`src/hw/rtl/pts_pkg.sv`:
```
// Shared widths and the control bundle for the pan/tilt slew tracker.
// No dependencies; used by pts_div and pan_tilt_slew_tracker.
`timescale 1ns / 1ps
`default_nettype none
package pts_pkg;
	localparam int POS_W   = 10;
	localparam int PULSE_W = 8;
	localparam int DEPTH   = 128;
	localparam int IDX_W   = $clog2(DEPTH);
	localparam int SUM_W   = 17;
	localparam int NUM_W   = POS_W + PULSE_W + 1;
	localparam int DEN_W   = POS_W;
	localparam int CNT_W   = $clog2(NUM_W + 1);

	localparam logic [2:0] REG_ENABLE   = 3'd0;
	localparam logic [2:0] REG_LOW      = 3'd1;
	localparam logic [2:0] REG_HIGH     = 3'd2;
	localparam logic [2:0] REG_CENTER   = 3'd3;
	localparam logic [2:0] REG_STEP     = 3'd4;
	localparam logic [2:0] REG_IN_MAX   = 3'd5;
	localparam logic [2:0] REG_FILT_EN  = 3'd6;
	localparam logic [2:0] REG_FILT_LEN = 3'd7;

	typedef struct packed {
		logic             start;
		logic [NUM_W-1:0] dividend;
		logic [DEN_W-1:0] divisor;
	} div_req_t;
endpackage
`default_nettype wire

```
`src/hw/rtl/pts_div.sv`:
```
// Bit-serial restoring divider, one quotient bit per cycle.
// Depends on pts_pkg.
`timescale 1ns / 1ps
`default_nettype none
module pts_div (
	input  wire logic                     clk,
	input  wire logic                     arst_n,
	input  wire pts_pkg::div_req_t        req,
	output logic                          done,
	output logic [pts_pkg::NUM_W-1:0]     quotient
);
	logic [pts_pkg::DEN_W-1:0] rem_q, div_q;
	logic [pts_pkg::NUM_W-1:0] quo_q;
	logic [pts_pkg::CNT_W-1:0] cnt_q;
	logic                      busy_q, done_q;
	logic [pts_pkg::DEN_W:0]   sh, diff;
	logic                      ge;

	assign sh   = {rem_q, quo_q[pts_pkg::NUM_W-1]};
	assign ge   = sh >= {1'b0, div_q};
	assign diff = sh - {1'b0, div_q};

	always_ff @(posedge clk or negedge arst_n) begin
		if (!arst_n) begin
			busy_q <= 1'b0;
			done_q <= 1'b0;
			cnt_q  <= '0;
		end else begin
			done_q <= 1'b0;
			if (req.start) begin
				busy_q <= 1'b1;
				cnt_q  <= pts_pkg::CNT_W'(pts_pkg::NUM_W);
			end else if (busy_q) begin
				cnt_q <= cnt_q - 1'b1;
				if (cnt_q == pts_pkg::CNT_W'(1)) begin
					busy_q <= 1'b0;
					done_q <= 1'b1;
				end
			end
		end
	end

	always_ff @(posedge clk) begin
		if (req.start) begin
			rem_q <= '0;
			quo_q <= req.dividend;
			div_q <= req.divisor;
		end else if (busy_q) begin
			rem_q <= ge ? diff[pts_pkg::DEN_W-1:0] : sh[pts_pkg::DEN_W-1:0];
			quo_q <= {quo_q[pts_pkg::NUM_W-2:0], ge};
		end
	end

	assign done     = done_q;
	assign quotient = quo_q;
endmodule
`default_nettype wire

```
`src/hw/rtl/pan_tilt_slew_tracker.sv`:
```
// Pan/tilt servo slew tracker: one result word per input word.
// With the filter on, each word passes through the two serial dividers (average,
// then map); with it off, only the map divide; when disabled or on the
// initializing tick, no divide. One word is worked at a time, so a new word is
// taken only after the last one moves into the output register, which waits on a stall.
// Reset (arst_n low) clears control state, held pulses, filter index/count/sum
// and loads the register defaults; the history memory is not cleared.
// Depends on pts_pkg and pts_div.
`timescale 1ns / 1ps
`default_nettype none
module pan_tilt_slew_tracker (
	input  wire logic        clk,
	input  wire logic        arst_n,
	input  wire logic        s_axis_tvalid,
	output logic             s_axis_tready,
	input  wire logic [23:0] s_axis_tdata,  // pan_target[9:0], tilt_target[19:10], zero fill
	output logic             m_axis_tvalid,
	input  wire logic        m_axis_tready,
	output logic [23:0]      m_axis_tdata,  // pan_pulse[7:0], tilt_pulse[15:8], drive_on[16]
	input  wire logic        cfg_we,
	input  wire logic [2:0]  cfg_index,
	input  wire logic [9:0]  cfg_data
);
	localparam int PW = pts_pkg::POS_W;
	localparam int UW = pts_pkg::PULSE_W;
	localparam int IW = pts_pkg::IDX_W;
	localparam int SW = pts_pkg::SUM_W;
	localparam int NW = pts_pkg::NUM_W;
	localparam int QW = NW + 2;

	typedef enum logic [10:0] {
		ST_IDLE = 11'b00000000001,
		ST_PREP = 11'b00000000010,
		ST_RD   = 11'b00000000100,
		ST_UPD  = 11'b00000001000,
		ST_AVGS = 11'b00000010000,
		ST_AVGW = 11'b00000100000,
		ST_MUL  = 11'b00001000000,
		ST_DIVS = 11'b00010000000,
		ST_DIVW = 11'b00100000000,
		ST_SLEW = 11'b01000000000,
		ST_FIN  = 11'b10000000000
	} state_t;

	state_t state_q;

	// configuration registers
	logic          en_q, filt_en_q;
	logic [UW-1:0] low_q, high_q, center_q, step_q;
	logic [PW-1:0] in_max_q;
	logic [6:0]    filt_len_q;

	// tracking and filter state
	logic          ready_q;
	logic [UW-1:0] held_pan_q, held_tilt_q;
	logic [IW-1:0] idx_q, pos_q;
	logic [7:0]    hcnt_q, win_len_q;
	logic [SW-1:0] sum_pan_q, sum_tilt_q;
	logic [2*PW-1:0] hist_mem [pts_pkg::DEPTH];
	logic [2*PW-1:0] rd_q;

	// per-word working registers
	logic [PW-1:0] t_pan_q, t_tilt_q;
	logic [NW-1:0] prod_pan_q, prod_tilt_q;
	logic [UW-1:0] res_pan_q, res_tilt_q;
	logic          res_on_q;
	logic          out_valid_q;
	logic [23:0]   out_data_q;

	logic [PW-1:0] in_pan, in_tilt, sat_pan, sat_tilt;
	logic [7:0]    win;
	logic          accept;

	assign in_pan   = s_axis_tdata[PW-1:0];
	assign in_tilt  = s_axis_tdata[2*PW-1:PW];
	assign sat_pan  = (in_pan  > in_max_q) ? in_max_q : in_pan;
	assign sat_tilt = (in_tilt > in_max_q) ? in_max_q : in_tilt;
	assign win      = (filt_len_q == 7'd0) ? 8'd1 : {1'b0, filt_len_q};
	assign s_axis_tready = (state_q == ST_IDLE);
	assign accept   = s_axis_tvalid && s_axis_tready;

	// config writes; the user must write only while idle (not enforced here), so no interlock
	always_ff @(posedge clk or negedge arst_n) begin
		if (!arst_n) begin
			en_q       <= 1'b0;
			low_q      <= UW'(50);
			high_q     <= UW'(250);
			center_q   <= UW'(150);
			step_q     <= UW'(1);
			in_max_q   <= PW'(300);
			filt_en_q  <= 1'b0;
			filt_len_q <= 7'd10;
		end else if (cfg_we) begin
			case (cfg_index)
				pts_pkg::REG_ENABLE:   en_q       <= cfg_data[0];
				pts_pkg::REG_LOW:      low_q      <= cfg_data[UW-1:0];
				pts_pkg::REG_HIGH:     high_q     <= cfg_data[UW-1:0];
				pts_pkg::REG_CENTER:   center_q   <= cfg_data[UW-1:0];
				pts_pkg::REG_STEP:     step_q     <= cfg_data[UW-1:0];
				pts_pkg::REG_IN_MAX:   in_max_q   <= cfg_data[PW-1:0];
				pts_pkg::REG_FILT_EN:  filt_en_q  <= cfg_data[0];
				pts_pkg::REG_FILT_LEN: filt_len_q <= cfg_data[6:0];
				default: ;
			endcase
		end
	end

	// running window sums: add the new sample, drop the one it overwrites once full
	logic          full;
	logic [SW-1:0] nsum_pan, nsum_tilt;
	assign full      = (hcnt_q == win_len_q);
	assign nsum_pan  = sum_pan_q + SW'(t_pan_q)
		- (full ? SW'(rd_q[PW-1:0]) : SW'(0));
	assign nsum_tilt = sum_tilt_q + SW'(t_tilt_q)
		- (full ? SW'(rd_q[2*PW-1:PW]) : SW'(0));

	// map: |high-low| and its sign
	logic          down;
	logic [UW-1:0] span;
	assign down = high_q < low_q;
	assign span = down ? (low_q - high_q) : (high_q - low_q);

	// dividers, one per axis, run in lockstep
	pts_pkg::div_req_t req_pan, req_tilt;
	logic          done_pan, done_tilt;
	logic [NW-1:0] quo_pan, quo_tilt;
	logic          div_avg;

	assign div_avg = (state_q == ST_AVGS);
	always_comb begin
		req_pan.start     = div_avg || (state_q == ST_DIVS);
		req_tilt.start    = req_pan.start;
		req_pan.dividend  = div_avg ? NW'(sum_pan_q)  : prod_pan_q;
		req_tilt.dividend = div_avg ? NW'(sum_tilt_q) : prod_tilt_q;
		req_pan.divisor   = div_avg ? PW'(hcnt_q) : in_max_q;
		req_tilt.divisor  = req_pan.divisor;
	end

	pts_div u_div_pan (
		.clk(clk), .arst_n(arst_n), .req(req_pan), .done(done_pan), .quotient(quo_pan)
	);
	pts_div u_div_tilt (
		.clk(clk), .arst_n(arst_n), .req(req_tilt), .done(done_tilt), .quotient(quo_tilt)
	);

	// halve the quotient, rounding ties upward, then offset by low; an average
	// taken under a larger in_max may map far past the limits, so keep full width
	function automatic logic [UW-1:0] slew(
		input logic [NW-1:0] mag, input logic dn, input logic zero_max,
		input logic [UW-1:0] held, input logic [UW-1:0] lo, input logic [UW-1:0] hi,
		input logic [UW-1:0] stp
	);
		logic signed [QW-1:0] q, mapped, h;
		logic [NW-1:0]        half;
		begin
			if (dn)
				half = (mag == '0) ? '0 : ((mag - 1'b1) >> 1);
			else
				half = (mag + 1'b1) >> 1;
			q = $signed({2'b00, half});
			if (dn)
				q = -q;
			if (zero_max)
				q = '0;
			mapped = q + $signed(QW'(lo));
			h = $signed(QW'(held));
			if (mapped > h)
				h = h + $signed(QW'(stp));
			else
				h = h - $signed(QW'(stp));
			if (h > $signed(QW'(hi)))
				h = $signed(QW'(hi));
			if (h < $signed(QW'(lo)))
				h = $signed(QW'(lo));
			slew = h[UW-1:0];
		end
	endfunction

	// history memory: one 20-bit row holds both axes
	always_ff @(posedge clk) begin
		if (state_q == ST_PREP)
			rd_q <= hist_mem[(idx_q >= win_len_q[IW-1:0]) ? IW'(0) : idx_q];
		if (state_q == ST_UPD)
			hist_mem[pos_q] <= {t_tilt_q, t_pan_q};
	end

	// sequencer
	always_ff @(posedge clk or negedge arst_n) begin
		if (!arst_n) begin
			state_q     <= ST_IDLE;
			ready_q     <= 1'b0;
			held_pan_q  <= '0;
			held_tilt_q <= '0;
			idx_q       <= '0;
			hcnt_q      <= '0;
			win_len_q   <= '0;
			sum_pan_q   <= '0;
			sum_tilt_q  <= '0;
			out_valid_q <= 1'b0;
		end else begin
			if (m_axis_tvalid && m_axis_tready)
				out_valid_q <= 1'b0;
			case (state_q)
				ST_IDLE: begin
					if (accept) begin
						t_pan_q  <= sat_pan;
						t_tilt_q <= sat_tilt;
						if (!en_q) begin
							// drive off, clear ready, hold everything else
							ready_q   <= 1'b0;
							res_pan_q <= '0;
							res_tilt_q <= '0;
							res_on_q  <= 1'b0;
							state_q   <= ST_FIN;
						end else if (!ready_q) begin
							// park: pan to center, tilt to low
							ready_q     <= 1'b1;
							held_pan_q  <= center_q;
							held_tilt_q <= low_q;
							res_pan_q   <= center_q;
							res_tilt_q  <= low_q;
							res_on_q    <= 1'b1;
							state_q     <= ST_FIN;
						end else if (filt_en_q) begin
							if (win != win_len_q) begin
								// restart the window on a length change
								win_len_q  <= win;
								idx_q      <= '0;
								hcnt_q     <= '0;
								sum_pan_q  <= '0;
								sum_tilt_q <= '0;
							end
							state_q <= ST_PREP;
						end else begin
							state_q <= ST_MUL;
						end
					end
				end
				ST_PREP: begin
					pos_q   <= (idx_q >= win_len_q[IW-1:0]) ? IW'(0) : idx_q;
					state_q <= ST_RD;
				end
				ST_RD: state_q <= ST_UPD;
				ST_UPD: begin
					sum_pan_q  <= nsum_pan;
					sum_tilt_q <= nsum_tilt;
					if (!full)
						hcnt_q <= hcnt_q + 1'b1;
					idx_q <= ((8'(pos_q) + 8'd1) >= win_len_q) ? IW'(0) : (pos_q + 1'b1);
					state_q <= ST_AVGS;
				end
				ST_AVGS: state_q <= ST_AVGW;
				ST_AVGW: begin
					if (done_pan) begin
						t_pan_q  <= quo_pan[PW-1:0];
						t_tilt_q <= quo_tilt[PW-1:0];
						state_q  <= ST_MUL;
					end
				end
				ST_MUL: begin
					prod_pan_q  <= {NW'(t_pan_q) * NW'(span)} << 1;
					prod_tilt_q <= {NW'(t_tilt_q) * NW'(span)} << 1;
					state_q     <= ST_DIVS;
				end
				ST_DIVS: state_q <= ST_DIVW;
				ST_DIVW: begin
					if (done_tilt)
						state_q <= ST_SLEW;
				end
				ST_SLEW: begin
					res_pan_q <= slew(quo_pan, down, in_max_q == '0, held_pan_q,
						low_q, high_q, step_q);
					res_tilt_q <= slew(quo_tilt, down, in_max_q == '0, held_tilt_q,
						low_q, high_q, step_q);
					held_pan_q <= slew(quo_pan, down, in_max_q == '0, held_pan_q,
						low_q, high_q, step_q);
					held_tilt_q <= slew(quo_tilt, down, in_max_q == '0, held_tilt_q,
						low_q, high_q, step_q);
					res_on_q <= 1'b1;
					state_q  <= ST_FIN;
				end
				ST_FIN: begin
					// hand the word to the output register once it is free
					if (!out_valid_q || m_axis_tready) begin
						out_valid_q <= 1'b1;
						out_data_q  <= {7'd0, res_on_q, res_tilt_q, res_pan_q};
						state_q     <= ST_IDLE;
					end
				end
				default: state_q <= ST_IDLE;
			endcase
		end
	end

	assign m_axis_tvalid = out_valid_q;
	assign m_axis_tdata  = out_data_q;
endmodule
`default_nettype wire
```
`config.mk`:
```
export PLATFORM = sky130hd
export DESIGN_NAME = pan_tilt_slew_tracker
export DESIGN_NICKNAME = d
export VERILOG_FILES = /design/src/hw/rtl/pts_pkg.sv /design/src/hw/rtl/pts_div.sv /design/src/hw/rtl/pan_tilt_slew_tracker.sv
export SDC_FILE = /design/constraint.sdc
export NUM_CORES = 2
export LEC_CHECK = 0
export ABC_AREA = 0
export ABC_CLOCK_PERIOD_IN_PS = 30100
export BUFFER_PORTS_ARGS = -buffer_cell sky130_fd_sc_hd__buf_2
export CORE_MARGIN = 5
export CORE_UTILIZATION = 52
export DETAILED_ROUTE_END_ITERATION = 12
export GPL_ROUTABILITY_DRIVEN = 0
export PLACE_DENSITY = 0.7
export SLEW_MARGIN = 5
export SYNTH_ARGS = -nofsm -noshare
export SYNTH_HDL_FRONTEND = slang
export SYNTH_HIERARCHICAL = 1
export SYNTH_SLANG_ARGS = --single-unit
```
`constraint.sdc`:
```
create_clock -name clk -period 30.1 [get_ports clk]
set_input_delay 6.02 -clock clk [delete_from_list [all_inputs] [get_ports clk]]
set_output_delay 6.02 -clock clk [all_outputs]
set_load 0.02 [all_outputs]
```
# Yosys cells after proc, flatten, opt, wreduce, memory -nomap -nowiden
# Memory sizes are Yosys's and may differ from the RTL's. A register that Yosys moved wholly into a read port is not among the register bits.
# Index checks and enable logic that the tools add are counted.
dict set report totals {
  regBits 316
  ram_bits 2560
  inputBits 42
  output_inout_bits 26
  elab_cells 260
  mem_count 1
}
dict set report op_classes {
  n_addsub 25
  n_mul 2
  magnitude_cmp 13
  eq_ne 33
  mux 113
  reduce_logical 34
}
# memory words width rd rd_ports_with_merged_regs wr line_no
set mem_list {}
lappend mem_list {hist_mem 128 20 1 1 1 pan_tilt_slew_tracker.sv:59} ;# logic [2*PW-1:0] hist_mem [pts_pkg::DEPTH];
# op n
set op_table {}
lappend op_table {{$mux 21} 14}
lappend op_table {{$mux 8} 20}
lappend op_table {{$mux 19} 8}
lappend op_table {{$pmux 11 s11} 1}
lappend op_table {{$mux 10} 10}
lappend op_table {{$mux 17} 5}
lappend op_table {{$gt 21x9->1} 4}
lappend op_table {{$pmux 8 s2} 5}
lappend op_table {{$mux 18} 4}
lappend op_table {{$pmux 17 s2} 2}
lappend op_table {{$mux 11} 6}
lappend op_table {{$mux 7} 9}
lappend op_table {{$add 21x9->21} 2}
lappend op_table {{$lt 21x9->1} 2}
lappend op_table {{$neg 19->21} 2}
lappend op_table {{$pmux 10 s2} 2}
lappend op_table {{$add 19x1->19 const B} 2}
lappend op_table {{$logic_not 19->1} 2}
lappend op_table {{$sub 19x1->19 const B} 2}
lappend op_table {{$mul 10x8->18} 2}
lappend op_table {{$add 17x10->17} 2}
lappend op_table {{$sub 17x10->17} 2}
lappend op_table {{$ge 11x10->1} 2}
lappend op_table {{$reduce_and 2->1} 11}
lappend op_table {{47 further kinds} 99}

# Logic depth before layout (Yosys ltp)
dict set report depth {
  depth_word 18
  depth_mapped 66
  ltp_nobuf 58
}

# By module
# Netlist, hierarchy kept.
# mod n_inst cells_per_inst area_per_inst_um2 seq_area_each_um2
set modules_own_cells {}
lappend modules_own_cells {pan_tilt_slew_tracker 1 9795 125550.4 83816.6}
lappend modules_own_cells {{pts_div (u_div_tilt)} 1 213 2468.6 1246.2}
lappend modules_own_cells {{pts_div (u_div_pan)} 1 210 2428.6 1246.2}

# Worst setup path before layout
# No wires, ideal clock.
dict set report synth_path {
  path_type {reg2reg}
  start {reg low_q[1]}
  end {reg res_pan_q[3], data pin}
  setup_time_ns 0.152
  t_arrival_ns 11.740
  t_required_ns 29.948
  slack_ns 18.207
  path_stages_with_launch 60
  n_path_buf 8
  period_less_slack_ns 11.893
  path_cell_list {dfstp_2 > inv_1 > fa_1 > a211oi_1 > o211ai_1 > nand2_1 > buf_2 > clkbuf_1 > clkbuf_1 > clkbuf_1 > clkbuf_1 > buf_1 > buf_1 > o221ai_1 > o21ai_0 > ha_1 > a21oi_1 > nor2_1 > (+24 left out) > nand2b_1 > a21oi_1 > nor2_1 > nor3_1 > or2_2 > o221a_2 > clkbuf_1 > nor2_1 > a21oi_1 > inv_1 > ha_1 > a21o_1 > a21oi_1 > nor3b_1 > a2111oi_4 > nor2_4 > mux2_1 > o21ai_0}
}
dict set report synth_between {
  elab_chain_cells 17
}
# item line_no
set synth_lines {}
lappend synth_lines {{start, declared} pan_tilt_slew_tracker.sv:49} ;# logic [UW-1:0] low_q, high_q, center_q, step_q;
lappend synth_lines {{start signal, assigned} pan_tilt_slew_tracker.sv:96} ;# pts_pkg::REG_LOW: low_q <= cfg_data[UW-1:0];
lappend synth_lines {{$lt 8x8->1} pan_tilt_slew_tracker.sv:120} ;# assign down = high_q < low_q;
lappend synth_lines {{$mux 18} pan_tilt_slew_tracker.sv:156} ;# if (dn)
lappend synth_lines {{$mux 19} pan_tilt_slew_tracker.sv:203} ;# case (state_q)
lappend synth_lines {{$neg 19->21} pan_tilt_slew_tracker.sv:162} ;# q = -q;
lappend synth_lines {{$mux 21} pan_tilt_slew_tracker.sv:161} ;# if (dn)
lappend synth_lines {{$mux 21} pan_tilt_slew_tracker.sv:163} ;# if (zero_max)
lappend synth_lines {{$mux 21} pan_tilt_slew_tracker.sv:203}
lappend synth_lines {{$add 21x9->21} pan_tilt_slew_tracker.sv:165} ;# mapped = q + $signed(QW'(lo));
lappend synth_lines {{$gt 21x9->1} pan_tilt_slew_tracker.sv:167} ;# if (mapped > h)
lappend synth_lines {{$mux 21} pan_tilt_slew_tracker.sv:167}
lappend synth_lines {{$mux 21} pan_tilt_slew_tracker.sv:203}
lappend synth_lines {{$gt 21x9->1} pan_tilt_slew_tracker.sv:171} ;# if (h > $signed(QW'(hi)))
lappend synth_lines {{$mux 21} pan_tilt_slew_tracker.sv:171}
lappend synth_lines {{$mux 21} pan_tilt_slew_tracker.sv:203}
lappend synth_lines {{$lt 21x9->1} pan_tilt_slew_tracker.sv:173} ;# if (h < $signed(QW'(lo)))
lappend synth_lines {{$mux 8 (*)} pan_tilt_slew_tracker.sv:173}
lappend synth_lines {{$pmux 8 s2 (*)} pan_tilt_slew_tracker.sv:203}
lappend synth_lines {{end signal, assigned} pan_tilt_slew_tracker.sv:220} ;# res_pan_q <= center_q;
lappend synth_lines {{end signal, assigned} pan_tilt_slew_tracker.sv:271} ;# res_pan_q <= slew(quo_pan, down, in_max_q == '0, held_pan_q,
lappend synth_lines {{end, declared} pan_tilt_slew_tracker.sv:65} ;# logic [UW-1:0] res_pan_q, res_tilt_q;
# Mark *: on every way between the ends. The rest lies on a longest branch, timed or not. The select of a mux whose other input is x is not followed.
# A chain may end at the register's enable or synchronous reset.

# Worst setup path after layout
dict set report layout_path {
  start {reg high_q[0]}
  end {reg res_pan_q[6], data pin}
}
dict set report layout_between {
  elab_chain_cells 17
}
# item line_no
set layout_lines {}
lappend layout_lines {{start, declared} pan_tilt_slew_tracker.sv:49}
lappend layout_lines {{start signal, assigned} pan_tilt_slew_tracker.sv:97} ;# pts_pkg::REG_HIGH: high_q <= cfg_data[UW-1:0];
lappend layout_lines {{$lt 8x8->1} pan_tilt_slew_tracker.sv:120}
lappend layout_lines {{$mux 18} pan_tilt_slew_tracker.sv:156}
lappend layout_lines {{$mux 19} pan_tilt_slew_tracker.sv:203}
lappend layout_lines {{$neg 19->21} pan_tilt_slew_tracker.sv:162}
lappend layout_lines {{$mux 21} pan_tilt_slew_tracker.sv:161}
lappend layout_lines {{$mux 21} pan_tilt_slew_tracker.sv:163}
lappend layout_lines {{$mux 21} pan_tilt_slew_tracker.sv:203}
lappend layout_lines {{$add 21x9->21} pan_tilt_slew_tracker.sv:165}
lappend layout_lines {{$gt 21x9->1} pan_tilt_slew_tracker.sv:167}
lappend layout_lines {{$mux 21} pan_tilt_slew_tracker.sv:167}
lappend layout_lines {{$mux 21} pan_tilt_slew_tracker.sv:203}
lappend layout_lines {{$gt 21x9->1} pan_tilt_slew_tracker.sv:171}
lappend layout_lines {{$mux 21 (*)} pan_tilt_slew_tracker.sv:171}
lappend layout_lines {{$mux 21 (*)} pan_tilt_slew_tracker.sv:203}
lappend layout_lines {{$lt 21x9->1} pan_tilt_slew_tracker.sv:173}
lappend layout_lines {{$mux 8 (*)} pan_tilt_slew_tracker.sv:173}
lappend layout_lines {{$pmux 8 s2 (*)} pan_tilt_slew_tracker.sv:203}
# Marked as above.

==> run summary <==
Status: completed
Non-Filler Instances: 13700
Global-route wire length before repair: 533 mm
Flops & latches, synth: 2905
Final Hold Violating Endpoints: 0
GR Util met2: 0.408
Placed Instances: 13200
First drt pass iteration count: 8
Unrepaired setup endpoints after global routing: no
Area growth, synth to finish: 10.8%
Clk_skew: 0.0988 ns
Final worst path period share: 0.429
TritonCTS clock tree: yes
Num ports: 68
Post-DP HPWL: 209 mm
CP startpoint: high_q[0]$_DFFE_PN0P_
Post-synth top area share: 0.630
YS warnings: 6
WL per Instance: 26.1 microns
Critical path startpoint category: flip-flop
Arr. time, crit path: 13.56 ns
Pin count of the biggest net entering global routing: 188
PwrDens: 100 mW/mm^2
Via Count: 88700
Hold-fix buffers, CTS: 0
Unique masters post-synth: 115
Slowest-stage cell, CP: o211a_1
Core Rows: 183
TNS Setup: 0 ns
Core Footprint: 0.249 sq mm
Slowest stage delay, CP: 0.67 ns
Cell area after synthesis: 0.130 sq mm
CP Capture Type: flip-flop
GR peak layer: met2
Slew Viols, Final: 0
CP most frequent cell: o21a_1
Port Buffer Count: 56
Total power draw: 0.0144 W
Post-synth EDFFs: 2735
GR met3 Demand/Resource: 0.0569
Peak supply drop: 0.159 mV
Average instance area after synthesis: 12.8 sq um
Starting density of the core: 0.524
Maximum clock rate: 0.0774 GHz
Max Root-Sink Buffers: 4
Worst slew pin tran: 1.33 ns
Number of global-route vias before repair: 85400
Hold WC Path Type: flip-flop to flip-flop
Post-route cell area: 0.145 sq mm
Post-CTS setup buffer count: 0
DRT antenna net count: 0
Die width: 511 microns
Top post-synthesis cells by area: edfxtp_1 (63%), nand2_1 (4.8%), o221ai_1 (3.2%)
Cts repair resizes: 0
Fin crit period: 12.92 ns
Kind of critical path: flip-flop to flip-flop
Post-Synthesis Cells: 10200
Total Wirelength: 359 mm
Critical Path RT: 30.73 ns
Worst r2r src: high_q[0]$_DFFE_PN0P_
Sequential element share of the synthesized area: 0.662
Hold wc startpoint: res_pan_q[6]$_DFFE_PP_
Max-slew headroom at the worst pin: 0.104
H-Tree Depth: 5
Clock transition at path regs: 0.06 ns
Grt met1 use: 0.369
Initial antenna violation count: 21
Final Setup Violations: 0
CTS Sinks: 2905
Die height: 511 microns
Initial DRC Count: 11100
Hold_ws: 0.424 ns
DRC Markers: 0
Ys async rst share: 0.0516
Area leader, netlist: edfxtp_1
Most common flop cell mapped by yosys: edfxtp_1
Final #Nets: 10600
CTS Buf Count: 317
Grt total ovfl: 0
DP Area: 0.135 sq mm
Root buffer cell: clkbuf_16
Gr usage total: 0.265
Max Cap Violations: 0
Layout cells sized above 1: 0.103
Worst-path fanout max: 47
Worst skew pair latency: 0.97 ns
Leakage Power: 49.5 nW
Die area: 0.261 sq mm
Via density: 6.47
[through the flow]
step,utilization,setup WS (ns)
floorplan,-,18.21
global placement,0.541,17.43
detailed placement,0.541,17.42
CTS,0.580,17.30
global route,0.580,16.30
finish,0.580,17.18
[critical path, delay by kind of cell, from the launching register on]
kind / cells / cell delay [ns]
compound gates: 27 / 6.05
simple gates: 10 / 2.21
fa+ha+maj: 7 / 2.08
mux: 3 / 0.91
buf+inv: 3 / 0.59
flops: 1 / 0.46
xor+xnor: 2 / 0.27
[routing by layer]
layer / wire (microns) / up-vias
met2: 163000 / 4865
met5: 90 / -
met4: 16300 / 14
met3: 39900 / 805
li1: - / 38800
met1: 139000 / 44300
[worst paths after layout]
check	end	slack (ns)	cells after the start
setup / recovery	res_pan_q[6]$_DFFE_PP_	17.18	52
hold / removal	m_axis_tdata[6]$_DFFE_PP_	0.42	0
hold reg to reg	m_axis_tdata[6]$_DFFE_PP_	0.42	0
max in group asynchronous	sum_tilt_q[4]$_DFFE_PN0P_	23.74	2
min in group asynchronous	u_div_pan/done$_DFF_PN0_	5.02	1
setup reg to reg	res_pan_q[6]$_DFFE_PP_	17.18	52
[sequential cells by signal (all words and copies together) (netlist names), 11 cells and up]
signal	flops
sum_pan_q	17
u_div_pan/quotient	19
state_q	11
hist_mem	2560
prod_pan_q	18
u_div_tilt/quotient	19
prod_tilt_q	18
sum_tilt_q	17
m_axis_tdata	17
rd_q	20
[kinds of logic after synthesis]
kind of cell,after synthesis,synth area share
DFF,2905,0.662
other,1,0.0000287
AOI/OAI and AO/OA,2252,0.124
buffers and inverters,1108,0.0325
muxes,134,0.0111
xor gates and xnor gates,170,0.0114
and+or+nand+nor,3235,0.112
adders and majority gates,413,0.0469
[final cells by class]
type	instances	area, sq um
multi-input combinational	6211	40300
antenna	4	10.0
clock buffer	381	8280
fill	19300	105000
inverter	387	1480
clock inverter	173	1570
tap	3330	4170
sequential	2905	86300
timing repair buffer	324	2370
[placed cells by master (no fill, tap or decap), types with 49 or more instances in the layout]
cell type and instances:
and2_1 84, a21oi_1 199, nand3_1 559, buf_4 262, edfxtp_1 2735, clkbuf_1 58
clkinv_2 58, buf_2 55, mux2_2 85, o21ai_0 538, a311oi_1 338, nor2_1 210
xor2_1 49, dfrtp_1 129, o22ai_1 174, and3_1 171, o221ai_1 483, clkbuf_16 321
clkinv_1 67, inv_1 382, a211oi_1 155, a21o_1 50, xnor2_1 119, nor3_1 106
ha_1 287, fa_1 126, nand2_1 1659, nor2_2 129
[power breakdown]
group / internal (W) / switching [W] / total, W / leakage (nW)
Clock: 0.00219 / 0.00155 / 0.00373 / 4.83
Sequential: 0.00494 / 0.000111 / 0.00505 / 26.7
Combinational: 0.00216 / 0.00350 / 0.00566 / 18.0
[cells in the mapped netlist (all sizes together), types with 20 or more instances]
| library cell | instances |
|---|---|
| o21a | 26 |
| clkbuf | 652 |
| nand2b | 47 |
| xor2 | 50 |
| fa | 126 |
| or3 | 36 |
| nor2b | 36 |
| o22ai | 174 |
| o21ai | 546 |
| and2 | 88 |
| a311oi | 340 |
| nor4 | 34 |
| mux2i | 46 |
| dfstp | 21 |
| o221ai | 483 |
| nor2 | 341 |
| nand4 | 46 |
| a31oi | 20 |
| buf | 69 |
| o31ai | 35 |
| a211oi | 157 |
| nor3b | 21 |
| nand3 | 563 |
| o21bai | 45 |
| o211ai | 21 |
| nand2 | 1664 |
| edfxtp | 2735 |
| mux2 | 88 |
| o311ai | 29 |
| a21oi | 201 |
| and3 | 171 |
| dfrtp | 129 |
| nor3 | 107 |
| xnor2 | 120 |
| inv | 386 |
| a21o | 51 |
| dfxtp | 20 |
| ha | 287 |
Note: power is estimated with default switching activity, not from simulation.
